===== src/rtm_pkg.sv =====
`timescale 1ns / 1ps

package rtm_pkg;

    localparam int CODE_W     = 15;
    localparam int TEMP_W     = 12;
    localparam int LIMIT_W    = 12;
    localparam int HOLD_W     = 16;
    localparam int CFG_IDX_W  = 2;
    localparam int CFG_DATA_W = 16;

    localparam logic [CFG_IDX_W-1:0] CFG_ALARM_LIMIT = 2'd0;
    localparam logic [CFG_IDX_W-1:0] CFG_TRIP_LIMIT  = 2'd1;
    localparam logic [CFG_IDX_W-1:0] CFG_HOLD_COUNT  = 2'd2;

    localparam logic [LIMIT_W-1:0] ALARM_LIMIT_RST = 12'd1600;
    localparam logic [LIMIT_W-1:0] TRIP_LIMIT_RST  = 12'd1760;
    localparam logic [HOLD_W-1:0]  HOLD_COUNT_RST  = 16'd0;

    localparam int RAD_W      = 48;
    localparam int ROOT_W     = 24;
    localparam int REM_W      = 27;
    localparam int SQRT_STEPS = 24;
    localparam int STEP_W     = 5;

    localparam logic signed [16:0] CODE_MID   = 17'sd8192;
    localparam logic signed [32:0] LIN_SLOPE  = 33'sd2887500000;
    localparam logic signed [49:0] OFFSET_SQ  = 50'sd156414043033600;
    localparam logic signed [25:0] ROUND_OFFS = 26'sd12506675;
    localparam logic signed [25:0] DIV_CLAMP  = 26'sd942711;
    localparam logic [20:0]        RECIP      = 21'd1162058;
    localparam int                 RECIP_SH   = 28;
    localparam logic [7:0]         LIN_DIV    = 8'd231;
    localparam logic [TEMP_W-1:0]  TEMP_MAX   = 12'd4080;

    typedef struct packed {
        logic load;
        logic mul;
        logic sqrt_step;
        logic div;
        logic corr;
        logic update;
    } rtm_cmd_t;

    typedef struct packed {
        logic need_lin;
    } rtm_stat_t;

endpackage


===== src/rtm_if.sv =====
`timescale 1ns / 1ps

interface rtm_sample_if;
    logic       valid;
    logic       ready;
    logic       command;
    logic [1:0] channel_index;
    logic [7:0] fault_byte;
    logic [7:0] code_high;
    logic [7:0] code_low;

    modport source (output valid, command, channel_index, fault_byte, code_high, code_low,
                    input ready);
    modport sink (input valid, command, channel_index, fault_byte, code_high, code_low,
                  output ready);
endinterface

interface rtm_result_if;
    logic                       valid;
    logic                       ready;
    logic [rtm_pkg::TEMP_W-1:0] temperature;
    logic [7:0]                 fault_code;
    logic                       out_of_range;
    logic                       alarm_flag;
    logic                       trip_flag;

    modport source (output valid, temperature, fault_code, out_of_range, alarm_flag, trip_flag,
                    input ready);
    modport sink (input valid, temperature, fault_code, out_of_range, alarm_flag, trip_flag,
                  output ready);
endinterface


===== src/rtm_ctrl.sv =====
`timescale 1ns / 1ps

module rtm_ctrl (
    input  logic               clk,
    input  logic               rst_n,
    input  logic               in_valid,
    output logic               in_ready,
    output logic               out_valid,
    input  logic               out_ready,
    input  rtm_pkg::rtm_stat_t stat,
    output rtm_pkg::rtm_cmd_t  cmd
);
    import rtm_pkg::*;

    localparam logic [2:0] ST_IDLE = 3'd0;
    localparam logic [2:0] ST_MUL  = 3'd1;
    localparam logic [2:0] ST_SQRT = 3'd2;
    localparam logic [2:0] ST_DIV  = 3'd3;
    localparam logic [2:0] ST_CORR = 3'd4;
    localparam logic [2:0] ST_UPD  = 3'd5;
    localparam logic [2:0] ST_OUT  = 3'd6;

    localparam logic [STEP_W-1:0] LAST_STEP = STEP_W'(SQRT_STEPS - 1);

    logic [2:0]        state_reg, state_next;
    logic [STEP_W-1:0] step_reg, step_next;
    logic              accept;

    assign in_ready  = (state_reg == ST_IDLE) || ((state_reg == ST_OUT) && out_ready);
    assign out_valid = (state_reg == ST_OUT);
    assign accept    = in_valid && in_ready;

    assign cmd.load      = accept;
    assign cmd.mul       = (state_reg == ST_MUL);
    assign cmd.sqrt_step = (state_reg == ST_SQRT);
    assign cmd.div       = (state_reg == ST_DIV);
    assign cmd.corr      = (state_reg == ST_CORR);
    assign cmd.update    = (state_reg == ST_UPD);

    always_comb
    begin
        state_next = state_reg;
        step_next  = step_reg;
        case (state_reg)
            ST_IDLE:
            begin
                if (accept)
                begin
                    state_next = ST_MUL;
                end
            end
            ST_MUL:
            begin
                step_next  = '0;
                state_next = stat.need_lin ? ST_SQRT : ST_UPD;
            end
            ST_SQRT:
            begin
                if (step_reg == LAST_STEP)
                begin
                    state_next = ST_DIV;
                end
                else
                begin
                    step_next = step_reg + 1'b1;
                end
            end
            ST_DIV:  state_next = ST_CORR;
            ST_CORR: state_next = ST_UPD;
            ST_UPD:  state_next = ST_OUT;
            ST_OUT:
            begin
                if (out_ready)
                begin
                    state_next = accept ? ST_MUL : ST_IDLE;
                end
            end
            default: state_next = ST_IDLE;
        endcase
    end

    always_ff @(posedge clk or negedge rst_n)
    begin
        if (!rst_n)
        begin
            state_reg <= ST_IDLE;
            step_reg  <= '0;
        end
        else
        begin
            state_reg <= state_next;
            step_reg  <= step_next;
        end
    end

endmodule


===== src/rtm_datapath.sv =====
`timescale 1ns / 1ps

module rtm_datapath #(
    parameter int NUM_CHANNELS = 4,
    parameter int COUNT_WIDTH  = 16
) (
    input  logic                           clk,
    input  logic                           rst_n,
    input  rtm_pkg::rtm_cmd_t              cmd,
    output rtm_pkg::rtm_stat_t             stat,
    input  logic                           cfg_write,
    input  logic [rtm_pkg::CFG_IDX_W-1:0]  cfg_index,
    input  logic [rtm_pkg::CFG_DATA_W-1:0] cfg_data,
    input  logic                           command,
    input  logic [1:0]                     channel_index,
    input  logic [7:0]                     fault_byte,
    input  logic [7:0]                     code_high,
    input  logic [7:0]                     code_low,
    output logic [rtm_pkg::TEMP_W-1:0]     temperature,
    output logic [7:0]                     fault_code,
    output logic                           out_of_range,
    output logic                           alarm_flag,
    output logic                           trip_flag
);
    import rtm_pkg::*;

    localparam int CMP_W = (COUNT_WIDTH > HOLD_W) ? COUNT_WIDTH : HOLD_W;

    typedef struct packed {
        logic [COUNT_WIDTH-1:0] count;
        logic                   latch;
    } hold_t;

    logic [LIMIT_W-1:0] alarm_limit_reg;
    logic [LIMIT_W-1:0] trip_limit_reg;
    logic [HOLD_W-1:0]  hold_count_reg;

    logic              cmd_reg;
    logic [1:0]        ch_reg;
    logic [7:0]        fault_reg;
    logic              oor_reg;
    logic [CODE_W-1:0] code_reg;

    logic [RAD_W-1:0]  rad_reg;
    logic [REM_W-1:0]  rem_reg;
    logic [ROOT_W-1:0] root_reg;
    logic [12:0]       q0_reg;
    logic [19:0]       num_reg;
    logic              clamp_lo_reg;
    logic              clamp_hi_reg;
    logic [TEMP_W-1:0] temp_reg;

    logic [COUNT_WIDTH-1:0] alarm_cnt_reg  [NUM_CHANNELS];
    logic [COUNT_WIDTH-1:0] trip_cnt_reg   [NUM_CHANNELS];
    logic                   alarm_lat_reg  [NUM_CHANNELS];
    logic                   trip_lat_reg   [NUM_CHANNELS];
    logic [COUNT_WIDTH-1:0] alarm_cnt_next [NUM_CHANNELS];
    logic [COUNT_WIDTH-1:0] trip_cnt_next  [NUM_CHANNELS];
    logic                   alarm_lat_next [NUM_CHANNELS];
    logic                   trip_lat_next  [NUM_CHANNELS];

    logic               no_fault;
    logic               ch_valid;
    logic               alarm_sel;
    logic               trip_sel;
    logic signed [16:0] delta;
    logic signed [49:0] lin_prod;
    logic signed [49:0] rad_full;
    logic [REM_W-1:0]   rem_sh;
    logic [REM_W-1:0]   trial;
    logic signed [25:0] diff;
    logic [40:0]        quot_prod;
    logic [20:0]        back_prod;
    logic [20:0]        div_rem;
    logic [12:0]        quot;

    function automatic hold_t hold_step(
        input logic                   above,
        input logic [COUNT_WIDTH-1:0] count,
        input logic                   latch,
        input logic [HOLD_W-1:0]      hold
    );
        hold_t res;
        res.count = count;
        res.latch = latch;
        if (above)
        begin
            if (CMP_W'(count) < CMP_W'(hold))
            begin
                if (count != {COUNT_WIDTH{1'b1}})
                begin
                    res.count = count + 1'b1;
                end
            end
            else
            begin
                res.count = '0;
                res.latch = 1'b1;
            end
        end
        else
        begin
            res.count = '0;
        end
        return res;
    endfunction

    assign no_fault      = !cmd_reg && (fault_reg == 8'd0);
    assign ch_valid      = (int'(ch_reg) < NUM_CHANNELS);
    assign stat.need_lin = no_fault && !oor_reg;

    assign delta    = $signed({2'b00, code_reg}) - CODE_MID;
    assign lin_prod = 50'(delta) * 50'(LIN_SLOPE);
    assign rad_full = OFFSET_SQ - lin_prod;

    assign rem_sh = {rem_reg[REM_W-3:0], rad_reg[RAD_W-1 -: 2]};
    assign trial  = {1'b0, root_reg, 2'b01};

    assign diff      = ROUND_OFFS - $signed({2'b00, root_reg});
    assign quot_prod = {21'd0, diff[19:0]} * {20'd0, RECIP};

    assign back_prod = {8'd0, q0_reg} * {13'd0, LIN_DIV};
    assign div_rem   = {1'b0, num_reg} - back_prod;
    assign quot      = (div_rem >= {13'd0, LIN_DIV}) ? (q0_reg + 1'b1) : q0_reg;

    always_comb
    begin
        hold_t ha;
        hold_t ht;
        alarm_sel = 1'b0;
        trip_sel  = 1'b0;
        for (int i = 0; i < NUM_CHANNELS; i++)
        begin
            alarm_cnt_next[i] = alarm_cnt_reg[i];
            trip_cnt_next[i]  = trip_cnt_reg[i];
            alarm_lat_next[i] = alarm_lat_reg[i];
            trip_lat_next[i]  = trip_lat_reg[i];
            ha = hold_step(temp_reg > alarm_limit_reg, alarm_cnt_reg[i], alarm_lat_reg[i],
                           hold_count_reg);
            ht = hold_step(temp_reg > trip_limit_reg, trip_cnt_reg[i], trip_lat_reg[i],
                           hold_count_reg);
            if (cmd_reg)
            begin
                alarm_lat_next[i] = 1'b0;
                trip_lat_next[i]  = 1'b0;
            end
            else if (no_fault && (int'(ch_reg) == i))
            begin
                alarm_cnt_next[i] = ha.count;
                alarm_lat_next[i] = ha.latch;
                trip_cnt_next[i]  = ht.count;
                trip_lat_next[i]  = ht.latch;
            end
            if (int'(ch_reg) == i)
            begin
                alarm_sel = alarm_lat_next[i];
                trip_sel  = trip_lat_next[i];
            end
        end
    end

    always_ff @(posedge clk or negedge rst_n)
    begin
        if (!rst_n)
        begin
            alarm_limit_reg <= ALARM_LIMIT_RST;
            trip_limit_reg  <= TRIP_LIMIT_RST;
            hold_count_reg  <= HOLD_COUNT_RST;
        end
        else if (cfg_write)
        begin
            case (cfg_index)
                CFG_ALARM_LIMIT: alarm_limit_reg <= cfg_data[LIMIT_W-1:0];
                CFG_TRIP_LIMIT:  trip_limit_reg  <= cfg_data[LIMIT_W-1:0];
                CFG_HOLD_COUNT:  hold_count_reg  <= cfg_data[HOLD_W-1:0];
                default:         ;
            endcase
        end
    end

    always_ff @(posedge clk or negedge rst_n)
    begin
        if (!rst_n)
        begin
            for (int i = 0; i < NUM_CHANNELS; i++)
            begin
                alarm_cnt_reg[i] <= '0;
                trip_cnt_reg[i]  <= '0;
                alarm_lat_reg[i] <= 1'b0;
                trip_lat_reg[i]  <= 1'b0;
            end
        end
        else if (cmd.update && ch_valid)
        begin
            for (int i = 0; i < NUM_CHANNELS; i++)
            begin
                alarm_cnt_reg[i] <= alarm_cnt_next[i];
                trip_cnt_reg[i]  <= trip_cnt_next[i];
                alarm_lat_reg[i] <= alarm_lat_next[i];
                trip_lat_reg[i]  <= trip_lat_next[i];
            end
        end
        else if (cmd.update && cmd_reg)
        begin
            for (int i = 0; i < NUM_CHANNELS; i++)
            begin
                alarm_lat_reg[i] <= 1'b0;
                trip_lat_reg[i]  <= 1'b0;
            end
        end
    end

    always_ff @(posedge clk)
    begin
        if (cmd.load)
        begin
            cmd_reg   <= command;
            ch_reg    <= channel_index;
            fault_reg <= fault_byte;
            oor_reg   <= code_low[0];
            code_reg  <= {code_high, code_low[7:1]};
            temp_reg  <= '0;
        end
        if (cmd.mul)
        begin
            rad_reg  <= rad_full[RAD_W-1:0];
            rem_reg  <= '0;
            root_reg <= '0;
        end
        if (cmd.sqrt_step)
        begin
            rad_reg <= {rad_reg[RAD_W-3:0], 2'b00};
            if (rem_sh >= trial)
            begin
                rem_reg  <= rem_sh - trial;
                root_reg <= {root_reg[ROOT_W-2:0], 1'b1};
            end
            else
            begin
                rem_reg  <= rem_sh;
                root_reg <= {root_reg[ROOT_W-2:0], 1'b0};
            end
        end
        if (cmd.div)
        begin
            clamp_lo_reg <= (diff <= 26'sd0);
            clamp_hi_reg <= (diff >= DIV_CLAMP);
            num_reg      <= diff[19:0];
            q0_reg       <= quot_prod[RECIP_SH +: 13];
        end
        if (cmd.corr)
        begin
            if (clamp_lo_reg)
            begin
                temp_reg <= '0;
            end
            else if (clamp_hi_reg)
            begin
                temp_reg <= TEMP_MAX;
            end
            else
            begin
                temp_reg <= quot[TEMP_W-1:0];
            end
        end
        if (cmd.update)
        begin
            temperature  <= temp_reg;
            fault_code   <= cmd_reg ? 8'd0 : fault_reg;
            out_of_range <= no_fault && oor_reg;
            alarm_flag   <= ch_valid && alarm_sel;
            trip_flag    <= ch_valid && trip_sel;
        end
    end

endmodule


===== src/rtd_temperature_monitor.sv =====
`timescale 1ns / 1ps

// RTD temperature monitor.
// sample channel (rtm_sample_if, valid/ready): command, channel_index, fault_byte and the
//   two converter code bytes. A transfer takes place when valid and ready are both high.
// result channel (rtm_result_if, valid/ready): linearized temperature in 1/16 degree,
//   echoed fault byte, out-of-range bit and the sticky alarm and trip flags of the channel.
// cfg_write/cfg_index/cfg_data: write alarm_limit (0), trip_limit (1), hold_count (2);
//   write only while no sample is in flight.
// Sequence: a clean sample runs the product stage, a bit-serial square root,
//   a reciprocal divide and its correction, then the flag update, before the result
//   is valid. Faulted, out-of-range and clear items skip the square root, divide and
//   correction and go from the product stage straight to the flag update.
// Throughput: one item at a time; a new sample is taken in the same cycle the pending
//   result is transferred, and no new sample is taken while one is in progress.
// Reset clears the limits to their defaults, all hold counters and sticky flags, and the controller.
// While the receiver stalls, the result holds steady and no new sample is taken.
module rtd_temperature_monitor #(
    parameter int NUM_CHANNELS = 4,
    parameter int COUNT_WIDTH  = 16
) (
    input  logic                           clk,
    input  logic                           rst_n,
    rtm_sample_if.sink                     sample,
    rtm_result_if.source                   result,
    input  logic                           cfg_write,
    input  logic [rtm_pkg::CFG_IDX_W-1:0]  cfg_index,
    input  logic [rtm_pkg::CFG_DATA_W-1:0] cfg_data
);
    import rtm_pkg::*;

    rtm_cmd_t  cmd;
    rtm_stat_t stat;

    rtm_ctrl u_ctrl (
        .clk       (clk),
        .rst_n     (rst_n),
        .in_valid  (sample.valid),
        .in_ready  (sample.ready),
        .out_valid (result.valid),
        .out_ready (result.ready),
        .stat      (stat),
        .cmd       (cmd)
    );

    rtm_datapath #(
        .NUM_CHANNELS (NUM_CHANNELS),
        .COUNT_WIDTH  (COUNT_WIDTH)
    ) u_datapath (
        .clk           (clk),
        .rst_n         (rst_n),
        .cmd           (cmd),
        .stat          (stat),
        .cfg_write     (cfg_write),
        .cfg_index     (cfg_index),
        .cfg_data      (cfg_data),
        .command       (sample.command),
        .channel_index (sample.channel_index),
        .fault_byte    (sample.fault_byte),
        .code_high     (sample.code_high),
        .code_low      (sample.code_low),
        .temperature   (result.temperature),
        .fault_code    (result.fault_code),
        .out_of_range  (result.out_of_range),
        .alarm_flag    (result.alarm_flag),
        .trip_flag     (result.trip_flag)
    );

endmodule


===== src/flat_wrapper.sv =====
// flat-port wrapper written by rule: the top's interface ports become plain ports
module rtd_temperature_monitor_flat import rtm_pkg::*;
#(
    parameter int NUM_CHANNELS = 4,
    parameter int COUNT_WIDTH  = 16
)
  (clk, rst_n, cfg_write, cfg_index, cfg_data, sample_valid, sample_command, sample_channel_index, sample_fault_byte, sample_code_high, sample_code_low, sample_ready, result_valid, result_temperature, result_fault_code, result_out_of_range, result_alarm_flag, result_trip_flag, result_ready);
  rtm_sample_if sample_i ();
  rtm_result_if result_i ();
  input  logic clk;
  input  logic rst_n;
  input  logic cfg_write;
  input  logic [rtm_pkg::CFG_IDX_W-1:0] cfg_index;
  input  logic [rtm_pkg::CFG_DATA_W-1:0] cfg_data;
  input wire logic [$bits(sample_i.valid)-1:0] sample_valid;
  input wire logic [$bits(sample_i.command)-1:0] sample_command;
  input wire logic [$bits(sample_i.channel_index)-1:0] sample_channel_index;
  input wire logic [$bits(sample_i.fault_byte)-1:0] sample_fault_byte;
  input wire logic [$bits(sample_i.code_high)-1:0] sample_code_high;
  input wire logic [$bits(sample_i.code_low)-1:0] sample_code_low;
  output wire logic [$bits(sample_i.ready)-1:0] sample_ready;
  output wire logic [$bits(result_i.valid)-1:0] result_valid;
  output wire logic [$bits(result_i.temperature)-1:0] result_temperature;
  output wire logic [$bits(result_i.fault_code)-1:0] result_fault_code;
  output wire logic [$bits(result_i.out_of_range)-1:0] result_out_of_range;
  output wire logic [$bits(result_i.alarm_flag)-1:0] result_alarm_flag;
  output wire logic [$bits(result_i.trip_flag)-1:0] result_trip_flag;
  input wire logic [$bits(result_i.ready)-1:0] result_ready;
  assign sample_i.valid = sample_valid;
  assign sample_i.command = sample_command;
  assign sample_i.channel_index = sample_channel_index;
  assign sample_i.fault_byte = sample_fault_byte;
  assign sample_i.code_high = sample_code_high;
  assign sample_i.code_low = sample_code_low;
  assign sample_ready = sample_i.ready;
  assign result_valid = result_i.valid;
  assign result_temperature = result_i.temperature;
  assign result_fault_code = result_i.fault_code;
  assign result_out_of_range = result_i.out_of_range;
  assign result_alarm_flag = result_i.alarm_flag;
  assign result_trip_flag = result_i.trip_flag;
  assign result_i.ready = result_ready;
  rtd_temperature_monitor #(.NUM_CHANNELS(NUM_CHANNELS), .COUNT_WIDTH(COUNT_WIDTH)) u_core (.clk(clk), .rst_n(rst_n), .sample(sample_i), .result(result_i), .cfg_write(cfg_write), .cfg_index(cfg_index), .cfg_data(cfg_data));
endmodule

===== config.mk =====
export PLATFORM = sky130hd
export DESIGN_NAME = rtd_temperature_monitor_flat
export DESIGN_NICKNAME = d
export VERILOG_FILES = /design/src/rtm_pkg.sv /design/src/rtm_if.sv /design/src/rtm_ctrl.sv /design/src/rtm_datapath.sv /design/src/rtd_temperature_monitor.sv /design/src/flat_wrapper.sv
export SDC_FILE = /design/constraint.sdc
export NUM_CORES = 2
export LEC_CHECK = 0
export BUFFER_PORTS_ARGS = -buffer_cell sky130_fd_sc_hd__buf_4
export CORE_UTILIZATION = 39
export DETAILED_ROUTE_END_ITERATION = 6
export PLACE_DENSITY = 0.64
export RECOVER_POWER = 50
export SLEW_MARGIN = 20
export SYNTH_ARGS = -nofsm -noshare
export SYNTH_HDL_FRONTEND = slang
export SYNTH_HIERARCHICAL = 1
export SYNTH_SLANG_ARGS = --single-unit
export TNS_END_PERCENT = 30

===== constraint.sdc =====
create_clock -name clk -period 9.1 [get_ports clk]
set_input_delay 1.82 -clock clk [delete_from_list [all_inputs] [get_ports clk]]
set_output_delay 1.82 -clock clk [all_outputs]
set_load 0.005 [all_outputs]

==> results.py <==
metrics = {
    "routing": {
        "firstDrtPassIters": 6,
        "finalWirelength_um": 93600,
        "routedWlPerCell_um": 16.9,
        "drc_errors": 0,
        "drt_iter0_markers": 1511,
        "via_count": 28400,
        "postRouteAntennaNets": 0,
        "via_per_inst": 5.14,
    },
    "setup_path": {
        "max_stage_delay_ns": 0.54,
        "crit_path_max_fanout": 8,
        "critPathKind": "reg -> reg",
        "crit_arrival_ns": 8.86,
        "endpoint_kind": "register",
        "required_ns": 9.46,
        "critPathSlowestCell": "fa_1",
        "cp-start-kind": "register",
    },
    "global_routing": {
        "busiest_layer": "met2",
        "gr-usage-all-layers": 0.187,
        "grtUsageMet1": 0.251,
        "grt-ovfl-total": 0,
        "grt_max_degree": 112,
        "antenna_found_initial": 5,
        "met3_usage": 0.0299,
        "grt_pass1_wl_um": 154000,
        "grt_pass1_vias": 28900,
        "grtUsageMet2": 0.313,
    },
    "logic_synthesis": {
        "yosys_most_used_dff": "edfxtp_1",
        "seq_area_frac_synth": 0.260,
        "ys_types": 100,
        "synth_commonest_cells": "ha_1, inv_1, fa_1",
        "async_reset_ff_frac": 0.493,
        "netlist_area_um2": 39500,
        "yosysWarnings": 6,
        "yosysMostFrequentCell": "ha_1",
        "synth_edf_count": 189,
        "yosys.area.top_type": "ha_1",
        "avgSynthCellArea_um2": 9.77,
        "synth_top_cell_area_share": 0.208,
        "synthTopCellsByArea": "ha_1, fa_1, edfxtp_1",
        "synth_nets": 5066,
        "ys_ff_latch": 373,
        "netlist_instances": 4048,
    },
    "clocking": {
        "cts_hold_buffers": 0,
        "cts_buffers": 46,
        "clock-sinks": 373,
        "cts_setup_buffers": 0,
        "cts_max_level": 2,
        "cts_tree": "done",
        "cts_buffer_depth": 3,
        "cts_resized": 0,
        "clk_pin_slew_ns": 0.06,
        "clkLatencyLatePin_ns": 0.62,
        "root_buffer": "clkbuf_16",
    },
    "sta": {
        "tightest_slew_ns": 6.23,
        "min_period_over_period": 0.933,
        "tns_ns": 0,
        "clock_skew_ns": 0.0376,
        "slew_headroom": -3.15,
        "finalSetupViolations": 0,
        "maxClockFrequency_ghz": 0.118,
        "hold_viol_final": 0,
        "fin_crit_ns": 8.49,
        "timing.final.max_slew_violations": 364,
    },
    "finish": {
        "areaGrowthSynthToFinish_pct": 9.38,
        "drive_above_1_share": 0.0653,
        "final_util": 0.431,
        "fin_nets": 5147,
    },
    "die": {
        "die_w_um": 320,
        "start_util": 0.394,
        "die_y_um": 320,
        "die-area_um2": 103000,
        "io-pin-count": 75,
        "coreArea_um2": 100000,
        "rows": 116,
    },
    "run": {
        "cap_violations": 6,
    },
    "placed_design": {
        "gp_congestion": 0.890,
        "io_buffers": 74,
        "dp_hpwl_um": 74200,
    },
    "min_path": {
        "hold_class": "reg -> reg",
    },
    "status": {
        "status": "finished with violations",
        "violations": "capacitance limit, slew limit",
    },
}
[stage by stage]
| step | setup slack [ns] | instance area (um^2) | std cells | hold WS, ns |
|---|---|---|---|---|
| global route | -0.00481 | 43200 | 5525 | 0.520 |
| global placement | 0.309 | 41700 | 5438 | 0.485 |
| detailed placement | 0.271 | 41700 | 5438 | 0.492 |
| CTS | 0.197 | 43300 | 5524 | 0.499 |
| finish | 0.605 | 43200 | 5527 | 0.496 |
| floorplan | 0.590 | 39500 | 4048 | 0.426 |
[final cells by class]
cell class | instances | area (um^2)
Fill cell | 9643 | 57100
Multi-Input combinational cell | 2946 | 26500
Sequential cell | 373 | 10300
Inverter | 657 | 2470
Tap cell | 1357 | 1700
Clock buffer | 54 | 1200
Timing Repair Buffer | 105 | 721
Clock inverter | 32 | 348
Antenna cell | 3 | 7.51
[worst max-delay path: cells and delay by family, from the launching register on]
family | cells | cell delay, ns
adders and majority gates | 8 | 3.41
AOI/OAI and AO/OA | 8 | 2.17
and+or+nand+nor | 7 | 1.20
buffers and inverters | 6 | 0.64
DFF | 1 | 0.45
xor gates and xnor gates | 2 | 0.39
[final timing paths]
check | from | endpoint | slack (ns) | cells after the start
max | u_core/u_datapath/root_reg[2] | u_core/u_datapath/q0_reg[12] | 0.61 | 31
min | u_core/u_ctrl/step_reg[3] | u_core/u_ctrl/step_reg[3] | 0.50 | 1
max reg2reg | u_core/u_datapath/root_reg[2] | u_core/u_datapath/q0_reg[12] | 0.61 | 31
min reg2reg | u_core/u_ctrl/step_reg[3] | u_core/u_ctrl/step_reg[3] | 0.50 | 1
max in group asynchronous | rst_n | u_core/u_datapath/trip_limit_reg[0] | 2.04 | 1
min in group asynchronous | rst_n | u_core/u_datapath/trip_cnt_reg[12] | 3.53 | 1
[routing by layer]
| layer | wire, um | up-vias | part of all wire |
|---|---|---|---|
| met1 | 43100 | 13800 | 0.46 |
| met2 | 43800 | 505 | 0.47 |
| met3 | 4500 | 130 | 0.048 |
| li1 | - | 14000 | - |
| met4 | 2170 | 4 | 0.023 |
| met5 | 27 | - | 0.00029 |
[cells in the final DEF, fill, tap and decap left out, types with 78 or more instances in the layout]
cell type | Yosys | final
a21o_1 | 90 | 90
a21oi_1 | 163 | 162
dfrtp_1 | 176 | 176
edfxtp_1 | 189 | 189
fa_1 | 312 | 312
ha_1 | 656 | 656
inv_1 | 655 | 656
nand2_1 | 241 | 241
nand3_1 | 96 | 96
nor2_1 | 307 | 307
nor3_1 | 78 | 78
o21ai_0 | 142 | 143
xnor2_1 | 131 | 130
xor2_1 | 92 | 92
[kinds of logic (layout without fill, tap and decap cells)]
logic type | Yosys count | count (layout) | share of synthesized area
multiplexers | 67 | 67 | 0.0184
adder cells (fa/ha/maj) | 968 | 968 | 0.366
flip-flops | 373 | 373 | 0.260
buffers and inverters | 729 | 848 | 0.0700
AO/OA/AOI/OAI | 647 | 647 | 0.108
XOR/XNOR | 223 | 223 | 0.0494
AND/OR/NAND/NOR | 1041 | 1041 | 0.129
other | 0 | 3 | 0
Power is not shown: default switching activity piles up to over one toggle a cycle in this logic, so the estimate is an artifact.
